**config.mk**
```make
export PLATFORM = sky130hd
export DESIGN_NAME = grid_stencil_adjacency_gen
export DESIGN_NICKNAME = d
export VERILOG_FILES = /design/src/sv/gsa_pkg.sv /design/src/sv/grid_stencil_adjacency_gen.sv /design/src/sv/gsa_ctrl.sv /design/src/sv/gsa_dp.sv
export VERILOG_INCLUDE_DIRS = /design/src /design/src/sv
export SDC_FILE = /design/constraint.sdc
export NUM_CORES = 1
export LEC_CHECK = 0
export BUFFER_PORTS_ARGS = -buffer_cell sky130_fd_sc_hd__buf_2
export CORE_UTILIZATION = 60
export DETAILED_ROUTE_END_ITERATION = 6
export GPL_ROUTABILITY_DRIVEN = 1
export PLACE_DENSITY = 0.84
export SETUP_SLACK_MARGIN = 0.2
export SLEW_MARGIN = 20
export SYNTH_ARGS = -nofsm -noshare
export SYNTH_HDL_FRONTEND = slang
export SYNTH_SLANG_ARGS = --single-unit
```
**constraint.sdc**
```tcl
create_clock -name aclk -period 13.9 [get_ports aclk]
set_input_delay 2.085 -clock aclk [delete_from_list [all_inputs] [get_ports aclk]]
set_output_delay 2.085 -clock aclk [all_outputs]
set_load 0.02 [all_outputs]
```
**src/sv/grid_stencil_adjacency_gen_defines.svh**
```systemverilog
// ---------------------------------------------------------------------------
// Assertion macros for the grid stencil adjacency generator
// Shared concurrent assertion forms, clocked on aclk and held off in reset.
// ---------------------------------------------------------------------------
`ifndef GRID_STENCIL_ADJACENCY_GEN_DEFINES_SVH
`define GRID_STENCIL_ADJACENCY_GEN_DEFINES_SVH

// A property that must hold at every clock edge outside reset.
`define GSA_ASSERT(lbl, prop, msg) \
    lbl: assert property (@(posedge aclk) disable iff (!aresetn) (prop)) \
        else $error(msg);

// A consequent that must hold in the same cycle as its antecedent.
`define GSA_ASSERT_IMPL(lbl, ante, cons, msg) \
    lbl: assert property (@(posedge aclk) disable iff (!aresetn) (ante) |-> (cons)) \
        else $error(msg);

// A consequent that must hold in the cycle after its antecedent.
`define GSA_ASSERT_NEXT(lbl, ante, cons, msg) \
    lbl: assert property (@(posedge aclk) disable iff (!aresetn) (ante) |=> (cons)) \
        else $error(msg);

`endif

```
**src/sv/gsa_pkg.sv**
```systemverilog
// ---------------------------------------------------------------------------
// Grid stencil adjacency generator package
// Widths, register indexes, controller states and control structs.
// ---------------------------------------------------------------------------
package gsa_pkg;

    localparam int CFG_W        = 9;
    localparam int CFG_IDX_W    = 2;
    localparam int VAL_W        = 29;
    localparam int DIM_BITS_DEF = 8;

    // Configuration register indexes.
    localparam logic [CFG_IDX_W-1:0] REG_GRID_WIDTH   = 2'd0;
    localparam logic [CFG_IDX_W-1:0] REG_GRID_HEIGHT  = 2'd1;
    localparam logic [CFG_IDX_W-1:0] REG_GRID_DEPTH   = 2'd2;
    localparam logic [CFG_IDX_W-1:0] REG_FULL_STENCIL = 2'd3;

    // Result kinds.
    localparam logic KIND_NEIGHBOUR = 1'b0;
    localparam logic KIND_ROW_END   = 1'b1;

    // Offset digit codes: one step back, no step, one step forward.
    typedef logic [1:0] digit_t;
    localparam digit_t DIGIT_LO  = 2'd0;
    localparam digit_t DIGIT_MID = 2'd1;
    localparam digit_t DIGIT_HI  = 2'd2;

    typedef enum logic [2:0] {
        ST_IDLE,
        ST_MUL1,
        ST_MUL2,
        ST_NODE,
        ST_SCAN,
        ST_TAIL
    } gsa_state_t;

    typedef struct packed {
        logic start;
        logic mul1;
        logic mul2;
        logic node;
        logic scan;
        logic tail;
    } gsa_cmd_t;

    typedef struct packed {
        logic out_free;
        logic scan_last;
    } gsa_stat_t;

endpackage

```
**src/sv/grid_stencil_adjacency_gen.sv**
```systemverilog
// ---------------------------------------------------------------------------
// Grid stencil adjacency generator
// Streams the compressed adjacency list of a 3-D grid, one node per item.
// ---------------------------------------------------------------------------
// Usage: program grid_width, grid_height, grid_depth and full_stencil through
// the cfg_we / cfg_index / cfg_wdata write port while the block is idle. Each
// item accepted on the s_ channel advances the row-major walk by one node;
// s_restart set returns the walk to node zero with a zero total first.
// For that node the m_ channel delivers the linear indices of its in-bounds
// neighbors (26 candidates with the full stencil, 6 face neighbors
// otherwise), then one row-end item carrying the running neighbor total
// with m_last_of_run set. m_grid_done marks every item of the last node.
// A neighbor item is registered at the earliest in the SCAN state, after the
// MUL1, MUL2 and NODE states that form the index products; the row-end
// item is registered in the TAIL state once the scan is through.
// The scan visits all 27 stencil positions at one per cycle while the result
// register is free; the row-end item follows, and the block takes no new
// item until then: s_ready returns once the row-end item is loaded.
// The scan stalls in place whenever the result register is full and
// m_ready is low; nothing is dropped.
// Reset (aresetn low, synchronous) sets all sizes and full_stencil to one,
// clears the walk position and total, and empties the result register.
// ---------------------------------------------------------------------------
module grid_stencil_adjacency_gen #(
    parameter int DIM_BITS = gsa_pkg::DIM_BITS_DEF
) (
    input  logic                          aclk,
    input  logic                          aresetn,
    input  logic                          cfg_we,
    input  logic [gsa_pkg::CFG_IDX_W-1:0] cfg_index,
    input  logic [gsa_pkg::CFG_W-1:0]     cfg_wdata,
    input  logic                          s_valid,
    output logic                          s_ready,
    input  logic                          s_restart,
    output logic                          m_valid,
    input  logic                          m_ready,
    output logic                          m_item_kind,
    output logic [gsa_pkg::VAL_W-1:0]     m_item_value,
    output logic                          m_last_of_run,
    output logic                          m_grid_done
);
    import gsa_pkg::*;

    // Commands from the controller and status back from the datapath.
    gsa_cmd_t  cmd;
    gsa_stat_t stat;

    // The controller owns the input handshake and steps the datapath
    // through the index products, the stencil scan and the row-end item.
    gsa_ctrl u_ctrl (
        .aclk    (aclk),
        .aresetn (aresetn),
        .s_valid (s_valid),
        .s_ready (s_ready),
        .cmd     (cmd),
        .stat    (stat)
    );

    // The datapath holds the configuration, the walk position, the node
    // index arithmetic and the result register that faces the receiver.
    gsa_dp #(
        .DIM_BITS (DIM_BITS)
    ) u_dp (
        .aclk          (aclk),
        .aresetn       (aresetn),
        .cfg_we        (cfg_we),
        .cfg_index     (cfg_index),
        .cfg_wdata     (cfg_wdata),
        .s_restart     (s_restart),
        .cmd           (cmd),
        .stat          (stat),
        .m_valid       (m_valid),
        .m_ready       (m_ready),
        .m_item_kind   (m_item_kind),
        .m_item_value  (m_item_value),
        .m_last_of_run (m_last_of_run),
        .m_grid_done   (m_grid_done)
    );

endmodule

```
**src/sv/gsa_ctrl.sv**
```systemverilog
// ---------------------------------------------------------------------------
// Grid stencil adjacency controller
// Sequences the index products, the neighbour scan and the row-end result.
// ---------------------------------------------------------------------------
`include "grid_stencil_adjacency_gen_defines.svh"

module gsa_ctrl (
    input  logic               aclk,
    input  logic               aresetn,
    input  logic               s_valid,
    output logic               s_ready,
    output gsa_pkg::gsa_cmd_t  cmd,
    input  gsa_pkg::gsa_stat_t stat
);
    import gsa_pkg::*;

    gsa_state_t state_reg;
    gsa_state_t state_next;

    always_ff @(posedge aclk) begin
        if (!aresetn) begin
            state_reg <= ST_IDLE;
        end else begin
            state_reg <= state_next;
        end
    end

    always_comb begin
        state_next = state_reg;
        case (state_reg)
            ST_IDLE: begin
                if (s_valid) begin
                    state_next = ST_MUL1;
                end
            end
            ST_MUL1: state_next = ST_MUL2;
            ST_MUL2: state_next = ST_NODE;
            ST_NODE: state_next = ST_SCAN;
            ST_SCAN: begin
                if (stat.out_free && stat.scan_last) begin
                    state_next = ST_TAIL;
                end
            end
            ST_TAIL: begin
                if (stat.out_free) begin
                    state_next = ST_IDLE;
                end
            end
            default: state_next = ST_IDLE;
        endcase
    end

    always_comb begin
        s_ready   = (state_reg == ST_IDLE);
        cmd.start = (state_reg == ST_IDLE) && s_valid;
        cmd.mul1  = (state_reg == ST_MUL1);
        cmd.mul2  = (state_reg == ST_MUL2);
        cmd.node  = (state_reg == ST_NODE);
        cmd.scan  = (state_reg == ST_SCAN) && stat.out_free;
        cmd.tail  = (state_reg == ST_TAIL) && stat.out_free;
    end

    `GSA_ASSERT_NEXT(a_accept_starts, s_valid && s_ready, state_reg == ST_MUL1,
        "accepted item did not start the index products")
    `GSA_ASSERT_NEXT(a_tail_ends, (state_reg == ST_TAIL) && stat.out_free,
        state_reg == ST_IDLE, "row-end result did not end the step")

endmodule

```
**src/sv/gsa_dp.sv**
```systemverilog
// ---------------------------------------------------------------------------
// Grid stencil adjacency datapath
// Configuration, walk position, node index arithmetic and the result register.
// ---------------------------------------------------------------------------
`include "grid_stencil_adjacency_gen_defines.svh"

module gsa_dp #(
    parameter int DIM_BITS = gsa_pkg::DIM_BITS_DEF
) (
    input  logic                          aclk,
    input  logic                          aresetn,
    input  logic                          cfg_we,
    input  logic [gsa_pkg::CFG_IDX_W-1:0] cfg_index,
    input  logic [gsa_pkg::CFG_W-1:0]     cfg_wdata,
    input  logic                          s_restart,
    input  gsa_pkg::gsa_cmd_t             cmd,
    output gsa_pkg::gsa_stat_t            stat,
    output logic                          m_valid,
    input  logic                          m_ready,
    output logic                          m_item_kind,
    output logic [gsa_pkg::VAL_W-1:0]     m_item_value,
    output logic                          m_last_of_run,
    output logic                          m_grid_done
);
    import gsa_pkg::*;

    localparam int PW      = DIM_BITS;
    localparam int EW      = DIM_BITS + 1;
    localparam int CW      = (CFG_W > EW) ? CFG_W : EW;
    localparam int MAX_DIM = 1 << DIM_BITS;

    // A size of zero counts as one, and sizes saturate at the largest grid.
    function automatic logic [EW-1:0] eff_dim(input logic [CFG_W-1:0] v);
        logic [CW-1:0] vx;
        vx = CW'(v);
        if (vx == CW'(0)) begin
            return EW'(1);
        end else if (vx > CW'(MAX_DIM)) begin
            return EW'(MAX_DIM);
        end else begin
            return EW'(vx);
        end
    endfunction

    logic [CFG_W-1:0] width_reg, height_reg, depth_reg;
    logic             full_reg;

    logic [PW-1:0]    col_reg, row_reg, plane_reg;
    logic [PW-1:0]    col_next, row_next, plane_next;
    logic [VAL_W-1:0] total_reg, total_next;

    logic [2*EW-1:0]  pp_reg;
    logic [PW+EW-1:0] rw_reg;
    logic [VAL_W-1:0] pz_reg;
    logic [VAL_W-1:0] node_reg;
    logic             done_reg;
    digit_t           dz_reg, dy_reg, dx_reg;

    logic             out_valid_reg, out_kind_reg, out_last_reg, out_done_reg;
    logic [VAL_W-1:0] out_value_reg;

    logic [EW-1:0]    w, h, d;
    logic [EW-1:0]    wm1, hm1, dm1;
    logic             out_free, out_load;
    logic             outside, cand_valid;
    logic [1:0]       nz;
    logic [VAL_W-1:0] ppv, wv, zterm, yterm, xterm, cand_val;
    logic [PW+2*EW-1:0] pz_prod;

    assign w   = eff_dim(width_reg);
    assign h   = eff_dim(height_reg);
    assign d   = eff_dim(depth_reg);
    assign wm1 = w - EW'(1);
    assign hm1 = h - EW'(1);
    assign dm1 = d - EW'(1);

    // Configuration registers.
    always_ff @(posedge aclk) begin
        if (!aresetn) begin
            width_reg  <= CFG_W'(1);
            height_reg <= CFG_W'(1);
            depth_reg  <= CFG_W'(1);
            full_reg   <= 1'b1;
        end else if (cfg_we) begin
            case (cfg_index)
                REG_GRID_WIDTH:   width_reg  <= cfg_wdata;
                REG_GRID_HEIGHT:  height_reg <= cfg_wdata;
                REG_GRID_DEPTH:   depth_reg  <= cfg_wdata;
                REG_FULL_STENCIL: full_reg   <= cfg_wdata[0];
                default: ;
            endcase
        end
    end

    // A stored position outside the current grid restarts the walk.
    assign outside = (EW'(col_reg) >= w) || (EW'(row_reg) >= h) || (EW'(plane_reg) >= d);

    // Candidate neighbour for the current offset digits.
    assign nz = {1'b0, dz_reg != DIGIT_MID} + {1'b0, dy_reg != DIGIT_MID}
              + {1'b0, dx_reg != DIGIT_MID};
    assign cand_valid = (nz != 2'd0) && (full_reg || (nz == 2'd1))
        && !((dz_reg == DIGIT_LO) && (plane_reg == PW'(0)))
        && !((dz_reg == DIGIT_HI) && (EW'(plane_reg) == dm1))
        && !((dy_reg == DIGIT_LO) && (row_reg == PW'(0)))
        && !((dy_reg == DIGIT_HI) && (EW'(row_reg) == hm1))
        && !((dx_reg == DIGIT_LO) && (col_reg == PW'(0)))
        && !((dx_reg == DIGIT_HI) && (EW'(col_reg) == wm1));

    assign ppv   = VAL_W'(pp_reg);
    assign wv    = VAL_W'(w);
    assign zterm = (dz_reg == DIGIT_LO) ? (~ppv + VAL_W'(1)) :
                   (dz_reg == DIGIT_HI) ? ppv : VAL_W'(0);
    assign yterm = (dy_reg == DIGIT_LO) ? (~wv + VAL_W'(1)) :
                   (dy_reg == DIGIT_HI) ? wv : VAL_W'(0);
    assign xterm = (dx_reg == DIGIT_LO) ? {VAL_W{1'b1}} :
                   (dx_reg == DIGIT_HI) ? VAL_W'(1) : VAL_W'(0);
    assign cand_val = node_reg + zterm + yterm + xterm;

    assign pz_prod = plane_reg * pp_reg;

    assign out_free       = !out_valid_reg || m_ready;
    assign out_load       = (cmd.scan && cand_valid) || cmd.tail;
    assign stat.out_free  = out_free;
    assign stat.scan_last = (dz_reg == DIGIT_HI) && (dy_reg == DIGIT_HI)
                         && (dx_reg == DIGIT_HI);

    // Walk position and running total.
    always_comb begin
        col_next   = col_reg;
        row_next   = row_reg;
        plane_next = plane_reg;
        total_next = total_reg;
        if (cmd.start) begin
            if (s_restart || outside) begin
                col_next   = PW'(0);
                row_next   = PW'(0);
                plane_next = PW'(0);
                total_next = VAL_W'(0);
            end
        end else if (cmd.scan && cand_valid) begin
            total_next = total_reg + VAL_W'(1);
        end else if (cmd.tail) begin
            if (done_reg) begin
                col_next   = PW'(0);
                row_next   = PW'(0);
                plane_next = PW'(0);
                total_next = VAL_W'(0);
            end else if ((EW'(col_reg) + EW'(1)) < w) begin
                col_next = col_reg + PW'(1);
            end else begin
                col_next = PW'(0);
                if ((EW'(row_reg) + EW'(1)) < h) begin
                    row_next = row_reg + PW'(1);
                end else begin
                    row_next   = PW'(0);
                    plane_next = plane_reg + PW'(1);
                end
            end
        end
    end

    always_ff @(posedge aclk) begin
        if (!aresetn) begin
            col_reg   <= '0;
            row_reg   <= '0;
            plane_reg <= '0;
            total_reg <= '0;
            dz_reg    <= DIGIT_LO;
            dy_reg    <= DIGIT_LO;
            dx_reg    <= DIGIT_LO;
        end else begin
            col_reg   <= col_next;
            row_reg   <= row_next;
            plane_reg <= plane_next;
            total_reg <= total_next;
            if (cmd.node) begin
                dz_reg <= DIGIT_LO;
                dy_reg <= DIGIT_LO;
                dx_reg <= DIGIT_LO;
            end else if (cmd.scan) begin
                if (dx_reg != DIGIT_HI) begin
                    dx_reg <= dx_reg + 2'd1;
                end else begin
                    dx_reg <= DIGIT_LO;
                    if (dy_reg != DIGIT_HI) begin
                        dy_reg <= dy_reg + 2'd1;
                    end else begin
                        dy_reg <= DIGIT_LO;
                        if (dz_reg != DIGIT_HI) begin
                            dz_reg <= dz_reg + 2'd1;
                        end
                    end
                end
            end
        end
    end

    // Node index products, formed in the MUL1, MUL2 and NODE register stages.
    always_ff @(posedge aclk) begin
        if (cmd.mul1) begin
            pp_reg   <= w * h;
            rw_reg   <= row_reg * w;
            done_reg <= (EW'(col_reg) == wm1) && (EW'(row_reg) == hm1)
                     && (EW'(plane_reg) == dm1);
        end
        if (cmd.mul2) begin
            pz_reg <= VAL_W'(pz_prod);
        end
        if (cmd.node) begin
            node_reg <= pz_reg + VAL_W'(rw_reg) + VAL_W'(col_reg);
        end
    end

    // Result register.
    always_ff @(posedge aclk) begin
        if (!aresetn) begin
            out_valid_reg <= 1'b0;
        end else if (out_load) begin
            out_valid_reg <= 1'b1;
        end else if (m_ready) begin
            out_valid_reg <= 1'b0;
        end
    end

    always_ff @(posedge aclk) begin
        if (out_load) begin
            out_kind_reg  <= cmd.tail ? KIND_ROW_END : KIND_NEIGHBOUR;
            out_value_reg <= cmd.tail ? total_reg : cand_val;
            out_last_reg  <= cmd.tail;
            out_done_reg  <= done_reg;
        end
    end

    assign m_valid       = out_valid_reg;
    assign m_item_kind   = out_kind_reg;
    assign m_item_value  = out_value_reg;
    assign m_last_of_run = out_last_reg;
    assign m_grid_done   = out_done_reg;

    `GSA_ASSERT(a_digit_range,
        (dz_reg <= DIGIT_HI) && (dy_reg <= DIGIT_HI) && (dx_reg <= DIGIT_HI),
        "offset digit out of range")
    `GSA_ASSERT_IMPL(a_load_when_free, out_load, out_free,
        "result register overwritten while still held")

endmodule

```
### After elaboration in Yosys (flattened, before gate mapping)

Index checks and enable logic that the tools add are counted.

* register bits after elaboration: 214
* output and inout bits: 34

* $add $sub $neg: 21
* multiply operators: 3
* $lt $le $gt $ge: 8
* equality and inequality tests: 28
* mux-type cells: 45
* bitwise gates (word level): 5
* reduce and logical (&&, ||, !) cells: 63

Operators with widths (number)
* $mux W29: 9
* $mux W8: 18
* $add A29 B1 Y29 const B: 3
* $add A29 B29 Y29: 3
* $mux W9: 7
* $add A29 B8 Y29: 1
* $not A18 Y29: 1
* $not A9 Y29: 1
* $add A26 B17 Y27: 1
* $eq A8 B9 Y1: 3
* $ge A8 B9 Y1: 3
* $gt A9 B9 Y1 const B: 3
* $logic_not A9 Y1: 3
* $sub A9 B1 Y9 const B: 3
* $mul A8 B18 Y26: 1
* $add A8 B1 Y8 const B: 3
* $logic_not A8 Y1: 3
* $logic_and A1 B1 Y1: 22
* $add A8 B1 Y9 const B: 2
* $lt A9 B9 Y1: 2
* $mul A9 B9 Y18: 1
* $mux W18: 1
* $pmux W3 S6: 1
* $mul A8 B9 Y17: 1
* other kinds (26): 77

### Logic depth before layout (Yosys ltp)

Gate-level depths: netlist (run 1).

* depth after elaboration: 15
* depth in mapped cells: 28
* gate-level depth less buffers: 26

### Modules after synthesis

Synthesis (run 1) repeated with hierarchy kept, for this count alone.

* cell total of the unflattened synthesis: 2790
* area, all modules: 24684.9 um^2

Modules (own cells, without submodules)
* gsa_dp: instances 1, cells each 2768, area an instance 24503.5 um^2, seq. area each 5365.1 um^2
* gsa_ctrl: instances 1, cells each 22, area an instance 181.4 um^2, seq. area each 60.1 um^2

### Least setup slack after synthesis (run 1)

No wires, ideal clock.

* kind: reg2reg
* from: register u_dp.height_reg[5]
* to: register u_dp.pp_reg[17] (data pin)
* setup time: 0.260 ns
* arrival time: 5.684 ns
* slack: 7.957 ns
* cell stages (with the launch flop): 25
* buffers on the path: 1
* period minus slack after synthesis: 5.943 ns
* cell sequence: dfxtp_1 -> clkbuf_1 -> or3_1 -> nor3_1 -> a21oi_1 -> nor2_1 -> nand2_1 -> fa_1 -> fa_1 -> inv_1 -> ha_1 -> inv_1 -> fa_1 -> inv_1 -> ha_1 -> a21o_1 -> a21oi_1 -> o21ai_0 -> a21oi_1 -> o21ai_0 -> a211o_1 -> a2111oi_0 -> o31ai_1 -> a21oi_1 -> xnor2_1

* longest elaborated chain between the ends: 4
* elaborated cells on any way between the ends: 5
* those cells by class: 1 x mul; 1 x order compare; 2 x mux; 1 x reduce/logical

Ends and longest elaborated chain
* from (decl): RTL line gsa_dp.sv:45 `logic [CFG_W-1:0] width_reg, height_reg, depth_reg;`
* from (signal assigned): RTL line gsa_dp.sv:87 `REG_GRID_HEIGHT: height_reg <= cfg_wdata;`
* $gt A9 B9 Y1: RTL line gsa_dp.sv:38 `end else if (vx > CW'(MAX_DIM)) begin`
* $mux W9: RTL line gsa_dp.sv:38
* $mux W9 *: RTL line gsa_dp.sv:36 `if (vx == CW'(0)) begin`
* $mul A9 B9 Y18 *: RTL line gsa_dp.sv:201 `pp_reg <= w * h;`
* to (signal assigned): RTL line gsa_dp.sv:201
* to (decl): RTL line gsa_dp.sv:52 `logic [2*EW-1:0] pp_reg;`

Every way passes the cells marked *; elsewhere a longest branch is shown, timed or not.
A chain may end at the register's enable or synchronous reset.

### Worst setup path after layout (run 1)

* from: register u_dp.width_reg[2]
* to: register u_dp.out_value_reg[27], in the netlist u_dp.m_item_value[27] (data pin)

* longest elaborated chain between the ends: 9
* elaborated cells on any way between the ends: 11
* those cells by class: 3 x add/sub; 1 x order compare; 5 x mux; 1 x bitwise; 1 x reduce/logical

Ends and longest elaborated chain
* from (decl): RTL line gsa_dp.sv:45
* from (signal assigned): RTL line gsa_dp.sv:86 `REG_GRID_WIDTH: width_reg <= cfg_wdata;`
* $gt A9 B9 Y1: RTL line gsa_dp.sv:38
* $mux W9: RTL line gsa_dp.sv:38
* $mux W9 *: RTL line gsa_dp.sv:36
* $not A9 Y29: RTL line gsa_dp.sv:113 `assign yterm = (dy_reg == DIGIT_LO) ? (~wv + VAL_W'(1)) :`
* $add A29 B1 Y29: RTL line gsa_dp.sv:113
* $mux W29 *: RTL line gsa_dp.sv:113
* $add A29 B29 Y29 * (2 in series): RTL line gsa_dp.sv:117 `assign cand_val = node_reg + zterm + yterm + xterm;`
* $mux W29 *: RTL line gsa_dp.sv:228 `out_value_reg <= cmd.tail ? total_reg : cand_val;`
* to (signal assigned): RTL line gsa_dp.sv:228
* to (decl): RTL line gsa_dp.sv:60 `logic [VAL_W-1:0] out_value_reg;`

Marked as above.

==> flow_summary.json, run 1 <==
{
  "run_status": "finished with violations",
  "failing_checks": "design-rule violations",
  "cts-resized-gates": 0,
  "netlist_top_cells_area": "sky130_fd_sc_hd__fa_1, sky130_fd_sc_hd__edfxtp_1, sky130_fd_sc_hd__ha_1, sky130_fd_sc_hd__dfxtp_1, sky130_fd_sc_hd__inv_1",
  "dr_wl_met2_um": 30700,
  "synthesis.area_per_instance_um2": 8.72,
  "htree_levels": 1,
  "cts.clk_slew.worst_paths_ns": 0.06,
  "netlist_top_cells_count": "sky130_fd_sc_hd__inv_1, sky130_fd_sc_hd__nand2_1, sky130_fd_sc_hd__fa_1",
  "final_hold_viol_count": 0,
  "critical_path.most_common_cell": "sky130_fd_sc_hd__nor2_1",
  "io_pins": 51,
  "die_w_um": 205,
  "die_y_um": 205,
  "critPathMaxFanout": 12,
  "synthArstFlopShare_pct": 0,
  "synth-seq-cells": 212,
  "antenna_found_initial": 0,
  "design.final.nets": 3308,
  "initial_core_utilization_pct": 60.8,
  "detailedPlacementHpwl_um": 49400,
  "fmax_ghz": 0.138,
  "finalCriticalPeriod_ns": 7.26,
  "critPathSlowestCell": "sky130_fd_sc_hd__nor2_1",
  "sequential_cell_area_in_the_final_layout_mm2": 0.00546,
  "multi_input_area_mm2": 0.0171,
  "synth_top_area_share_pct": 20.0,
  "crit_type": "reg -> reg",
  "met3WireLength_um": 4780,
  "route.detailed.drc": 11,
  "drt_pre_antenna_iters": 7,
  "setup_total_neg_slack_ns": 0,
  "cp.arrival_ns": 7.53,
  "synth-main-ff-cell": "sky130_fd_sc_hd__edfxtp_1",
  "yosys.cell_count.top_type": "sky130_fd_sc_hd__inv_1",
  "grt_util_overall_pct": 31.3,
  "placement_rows": 74,
  "cts_made_buffers": 25,
  "ctsLongestPathBuffers": 3,
  "cp-end-kind": "flop",
  "worst-slew-pin-transition_ns": 1.22,
  "nFillCells": 3265,
  "netlist.top_cell.by_area": "sky130_fd_sc_hd__fa_1",
  "routed_wire_length_per_instance_um": 19.2,
  "tritoncts_clock_tree": "yes",
  "syn-cell-area_mm2": 0.0248,
  "grt_max_degree": 47,
  "wirelength_met1_um": 26200,
  "area_growth_syn_to_layout_pct": 5.95,
  "synth_cells": 2839,
  "worst_slew_margin_rel_pct": 17.6,
  "worstSetupStartpointType": "flop",
  "edff_count_synth": 121,
  "powerDensity_mw_per_mm2": 77.3,
  "timing.critical_path.required_ns": 14.17,
  "layout-drive-gt1-share_pct": 5.80,
  "hold_slack_ns": 0.488,
  "max_cap_viol_count": 0,
  "grt_first_pass_wirelength_um": 104000,
  "final_max_slew_viol_count": 0,
  "ant_nets": 0,
  "hold_path_startpoint": "u_dp.total_reg[22]$_SDFFE_PN0P_",
  "critPathBufInv": 2,
  "clk_latency_ns": 0.57,
  "clock_tree.root_cell": "sky130_fd_sc_hd__clkbuf_16",
  "first_global_vias": 20100,
  "n_antenna_cell": 0,
  "globalRoute.totalOverflow": 0,
  "dieArea_mm2": 0.0421,
  "synthDistinctLibCells": 90,
  "floorplan.core_area_mm2": 0.0407,
  "p_leak_nw": 12.3,
  "tritoncts_num_sinks": 212,
  "top_layer_used": "met4",
  "via_per_inst": 5.95,
  "drt_first_iter_violations": 1741,
  "finClkSkew_ns": 0.0269,
  "detailroute.via_count": 20000,
  "fin_crit_sh_pct": 52.2,
  "synth_nets": 3336,
  "finalSetupViolCount": 0,
  "unrepaired_setup_endpoints_after_global_routing": "no",
  "worstHoldPathType": "reg -> reg",
  "critical_path.max_stage_delay_ns": 0.75,
  "path_delay_family": "simple AND/OR/NAND/NOR gates",
  "startpoint_of_the_worst_setup_timing_path": "u_dp.width_reg[2]$_SDFFE_PN0P_",
  "critical_path.reg2reg.startpoint": "u_dp.width_reg[2]$_SDFFE_PN0P_",
  "place.detailed.instances": 3316,
  "ir_drop_mv": 0.0877,
  "wl_final_um": 64500,
  "synth.yosys.warnings": 0,
  "final-instance-count-excl-fill": 3362,
  "place_congestion": 0.978,
  "io_buffers": 50,
  "yosysSeqAreaShare_pct": 22.0,
  "postCtsSetupRepairBufs": 0,
  "ctsHoldBuffers": 0
}
[metrics by stage]
step | cell area [um2] | worst slack, ns | power [mW] | utilization [%]
2_1_floorplan | 24800 | 7.96 | 1.16 | -
3_3_place_gp | 25300 | 7.10 | 1.29 | 62.2
6_report | 26200 | 6.64 | 2.03 | 64.4
4_1_cts | 26200 | 6.85 | 2.02 | 64.4
3_5_place_dp | 25300 | 6.89 | 1.32 | 62.2
5_1_grt | 26200 | 6.08 | 2.11 | 64.4
[where the power goes]
| part | internal, mW | switching [mW] | leakage (nW) |
|---|---|---|---|
| Sequential | 0.710 | 0.0421 | 1.86 |
| Clock | 0.420 | 0.288 | 0.427 |
| Combinational | 0.222 | 0.346 | 9.97 |
[layout by cell type, fill, tap and decap left out, types with 35 or more instances in the layout]
| master | count |
|---|---|
| sky130_fd_sc_hd__xnor2_1 | 106 |
| sky130_fd_sc_hd__a21o_1 | 35 |
| sky130_fd_sc_hd__nand2_1 | 299 |
| sky130_fd_sc_hd__xor2_1 | 56 |
| sky130_fd_sc_hd__a21oi_1 | 113 |
| sky130_fd_sc_hd__inv_1 | 437 |
| sky130_fd_sc_hd__ha_1 | 233 |
| sky130_fd_sc_hd__nor2b_1 | 51 |
| sky130_fd_sc_hd__fa_1 | 247 |
| sky130_fd_sc_hd__dfxtp_1 | 91 |
| sky130_fd_sc_hd__o21ai_0 | 107 |
| sky130_fd_sc_hd__nor3_1 | 55 |
| sky130_fd_sc_hd__and2_1 | 110 |
| sky130_fd_sc_hd__edfxtp_1 | 121 |
| sky130_fd_sc_hd__buf_2 | 50 |
| sky130_fd_sc_hd__nand3_1 | 44 |
| sky130_fd_sc_hd__nor2_1 | 197 |
[logic make-up (layout without fill, tap and decap cells)]
family | Yosys count | after routing | synth area share [%]
flops | 212 | 212 | 22.0
buf+inv | 571 | 562 | 8.89
mux | 28 | 28 | 1.13
other cells | 1 | 1 | 0.0151
fa+ha+maj | 480 | 480 | 31.7
compound gates | 441 | 441 | 11.5
simple gates | 944 | 944 | 18.9
xor+xnor | 162 | 162 | 5.73
[path summary, 6_finish.rpt]
path / slack [ns] / endpoint / depth (start not counted)
max reg2reg: 6.64 / u_dp.m_item_value[27]$_DFFE_PP_ / 25
min: 0.49 / u_dp.total_reg[22]$_SDFFE_PN0P_ / 2
min reg2reg: 0.49 / u_dp.total_reg[22]$_SDFFE_PN0P_ / 2
max: 6.64 / u_dp.m_item_value[27]$_DFFE_PP_ / 25
[layout make-up]
class                   count  share of cell area, %
multi-input cells        2056                   65.3
flip-flops and latches    212                   20.8
inverters                 440                   6.30
well taps                 532                   2.54
clock buffers              29                   2.52
repair buffers             76                   1.70
clock inverters            17                  0.811
[worst min-delay path: cells and delay by family, from the launching register on]
kind / cells / cell delay, ns
AOI/OAI and AO/OA: 1 / 0.05
DFF: 1 / 0.33
and+or+nand+nor: 1 / 0.06
[per-layer routing]
layer,global-route usage (%),vias to the layer above
li1,-,9263
met1,40.7,9738
met2,52.5,829
met3,3.79,174
met4,13.4,0
met5,0,-
No activity file was read; power rests on OpenSTA's default activity.
==> run 2, diff against run 1 <==
==> constraint.sdc (replaced) <==
create_clock -name aclk -period 6.9 [get_ports aclk]
set_input_delay 1.035 -clock aclk [delete_from_list [all_inputs] [get_ports aclk]]
set_output_delay 1.035 -clock aclk [all_outputs]
set_load 0.02 [all_outputs]
==> flow_summary.json, run 2 (synthesized netlist as in run 1, its figures left out) <==
{
  "route.detailed.drc": 0,
  "nFillCells": 3251,
  "ant_nets": 0,
  "via_per_inst": 5.97,
  "hold_slack_ns": 0.496,
  "worst_slew_margin_rel_pct": 29.2,
  "cp.arrival_ns": 6.58,
  "tritoncts_clock_tree": "yes",
  "grt_first_pass_wirelength_um": 106000,
  "htree_levels": 1,
  "place_congestion": 1.02,
  "drt_pre_antenna_iters": 6,
  "grt_util_overall_pct": 32.0,
  "design.final.nets": 3328,
  "globalRoute.totalOverflow": 0,
  "grt_max_degree": 47,
  "p_leak_nw": 12.4,
  "io_buffers": 50,
  "area_growth_syn_to_layout_pct": 6.83,
  "final_hold_viol_count": 0,
  "placed_cell_area_mm2": 0.0255,
  "detailedPlacementHpwl_um": 51400,
  "ctsHoldBuffers": 0,
  "floorplan.core_area_mm2": 0.0407,
  "wl_final_um": 66300,
  "io_pins": 51,
  "tritoncts_num_sinks": 212,
  "finalCriticalPeriod_ns": 6.31,
  "ir_drop_mv": 0.185,
  "worstHoldPathType": "reg -> reg",
  "layout_common_cells": "sky130_fd_sc_hd__inv_1, sky130_fd_sc_hd__nand2_1, sky130_fd_sc_hd__fa_1, sky130_fd_sc_hd__ha_1, sky130_fd_sc_hd__nor2_1",
  "drt_first_iter_violations": 1598,
  "stdcell_area_mm2": 0.0264,
  "cts.clk_slew.worst_paths_ns": 0.06,
  "finalSetupViolCount": 0,
  "crit_type": "reg -> reg",
  "max_cap_viol_count": 0,
  "layout-drive-gt1-share_pct": 6.59,
  "ctsLongestPathBuffers": 3,
  "dieArea_mm2": 0.0421,
  "first_global_vias": 20600,
  "clk_latency_ns": 0.57,
  "final_max_slew_viol_count": 0,
  "placement_rows": 74,
  "worst-slew-pin-transition_ns": 1.06,
  "fin_crit_sh_pct": 91.5,
  "initial_core_utilization_pct": 60.8,
  "final_common_cell": "sky130_fd_sc_hd__inv_1",
  "cts_made_buffers": 26,
  "cp-end-kind": "flop",
  "finClkSkew_ns": 0.0433,
  "setup_total_neg_slack_ns": 0,
  "worstSetupStartpointType": "flop",
  "run_status": "complete, no violations",
  "fmax_ghz": 0.158,
  "routed_wire_length_per_instance_um": 19.6,
  "critPathMaxFanout": 11,
  "clock_tree.root_cell": "sky130_fd_sc_hd__clkbuf_16",
  "powerDensity_mw_per_mm2": 157,
  "p_total_mw": 4.15,
  "antenna_found_initial": 2,
  "timing.critical_path.required_ns": 7.17,
  "die_y_um": 205,
  "unrepaired_setup_endpoints_after_global_routing": "no",
  "die_w_um": 205,
  "detailroute.via_count": 20200
}
-- run 2: area by class of cell --
class | count | area (um2) | area share [%]
antenna | 1 | 2.50 | 0.00946
clock buffer | 33 | 738 | 2.79
clock inverter | 15 | 203 | 0.766
inverter | 440 | 1650 | 6.24
multi-input combinational | 2056 | 17100 | 64.8
sequential | 212 | 5460 | 20.6
tap | 532 | 666 | 2.52
timing repair buffer | 95 | 588 | 2.22
-- run 2: worst max-delay path, cell delays in order, from the launching register on --
cell                       delay (ns)
sky130_fd_sc_hd__dfxtp_1         0.41
sky130_fd_sc_hd__nor4_4          0.47
sky130_fd_sc_hd__nand2_1         0.17
sky130_fd_sc_hd__nor2_1          0.12
sky130_fd_sc_hd__nor2_1          0.05
sky130_fd_sc_hd__nor2_1          0.15
sky130_fd_sc_hd__inv_2           0.14
sky130_fd_sc_hd__ha_1            0.26
sky130_fd_sc_hd__a21boi_0        0.17
sky130_fd_sc_hd__ha_1            0.32
sky130_fd_sc_hd__mux2i_1         0.06
sky130_fd_sc_hd__or2_2           0.31
sky130_fd_sc_hd__fa_1            0.50
sky130_fd_sc_hd__fa_1            0.51
sky130_fd_sc_hd__inv_1           0.04
sky130_fd_sc_hd__ha_1            0.38
sky130_fd_sc_hd__or2_2           0.15
sky130_fd_sc_hd__o311a_1         0.16
sky130_fd_sc_hd__o31a_1          0.16
sky130_fd_sc_hd__o21ai_0         0.15
sky130_fd_sc_hd__o311ai_0        0.60
sky130_fd_sc_hd__nand3_1         0.24
sky130_fd_sc_hd__nand3b_1        0.15
sky130_fd_sc_hd__a21oi_1         0.10
sky130_fd_sc_hd__xor2_1          0.16
sky130_fd_sc_hd__o21ai_0         0.11
-- run 2: metal layers --
metal  track usage, %  routed length [um]  up-vias
met5                0                   8        -
met4             16.7                3840        2
met3             5.44                4780      229
met2             54.2               31500      862
met1             39.2               26200     9795
li1                 -                   -     9307
-- run 2: final timing paths --
| kind | slack [ns] | endpoint | cells after the start | from |
|---|---|---|---|---|
| max | 0.59 | u_dp.m_item_value[25]$_DFFE_PP_ | 25 | u_dp.width_reg[2]$_SDFFE_PN0P_ |
| min | 0.50 | u_dp.total_reg[22]$_SDFFE_PN0P_ | 2 | u_dp.total_reg[22]$_SDFFE_PN0P_ |
| max reg2reg | 0.59 | u_dp.m_item_value[25]$_DFFE_PP_ | 25 | u_dp.width_reg[2]$_SDFFE_PN0P_ |
| min reg2reg | 0.50 | u_dp.total_reg[22]$_SDFFE_PN0P_ | 2 | u_dp.total_reg[22]$_SDFFE_PN0P_ |
-- run 2: through the flow --
step | setup slack, ns | cells | util [%]
6_report | 0.590 | 3384 | 64.9
5_1_grt | 0.225 | 3383 | 64.9
4_1_cts | 0.556 | 3383 | 64.9
3_5_place_dp | 0.615 | 3335 | 62.6
3_3_place_gp | 0.876 | 3335 | 62.6
2_1_floorplan | 0.957 | 2839 | -
-- run 2: power breakdown --
part / switching (mW) / internal [mW] / leakage [nW]
clock: 0.582 / 0.913 / 0.461
sequential: 0.0829 / 1.43 / 1.86
combinational: 0.691 / 0.452 / 10.1
-- run 2: what timing repair did --
item | 4_1_cts | 5_1_grt
setup endpoints to repair | 0 | 6
gates resized for setup | 0 | 3
buffers inserted | 0 | 0
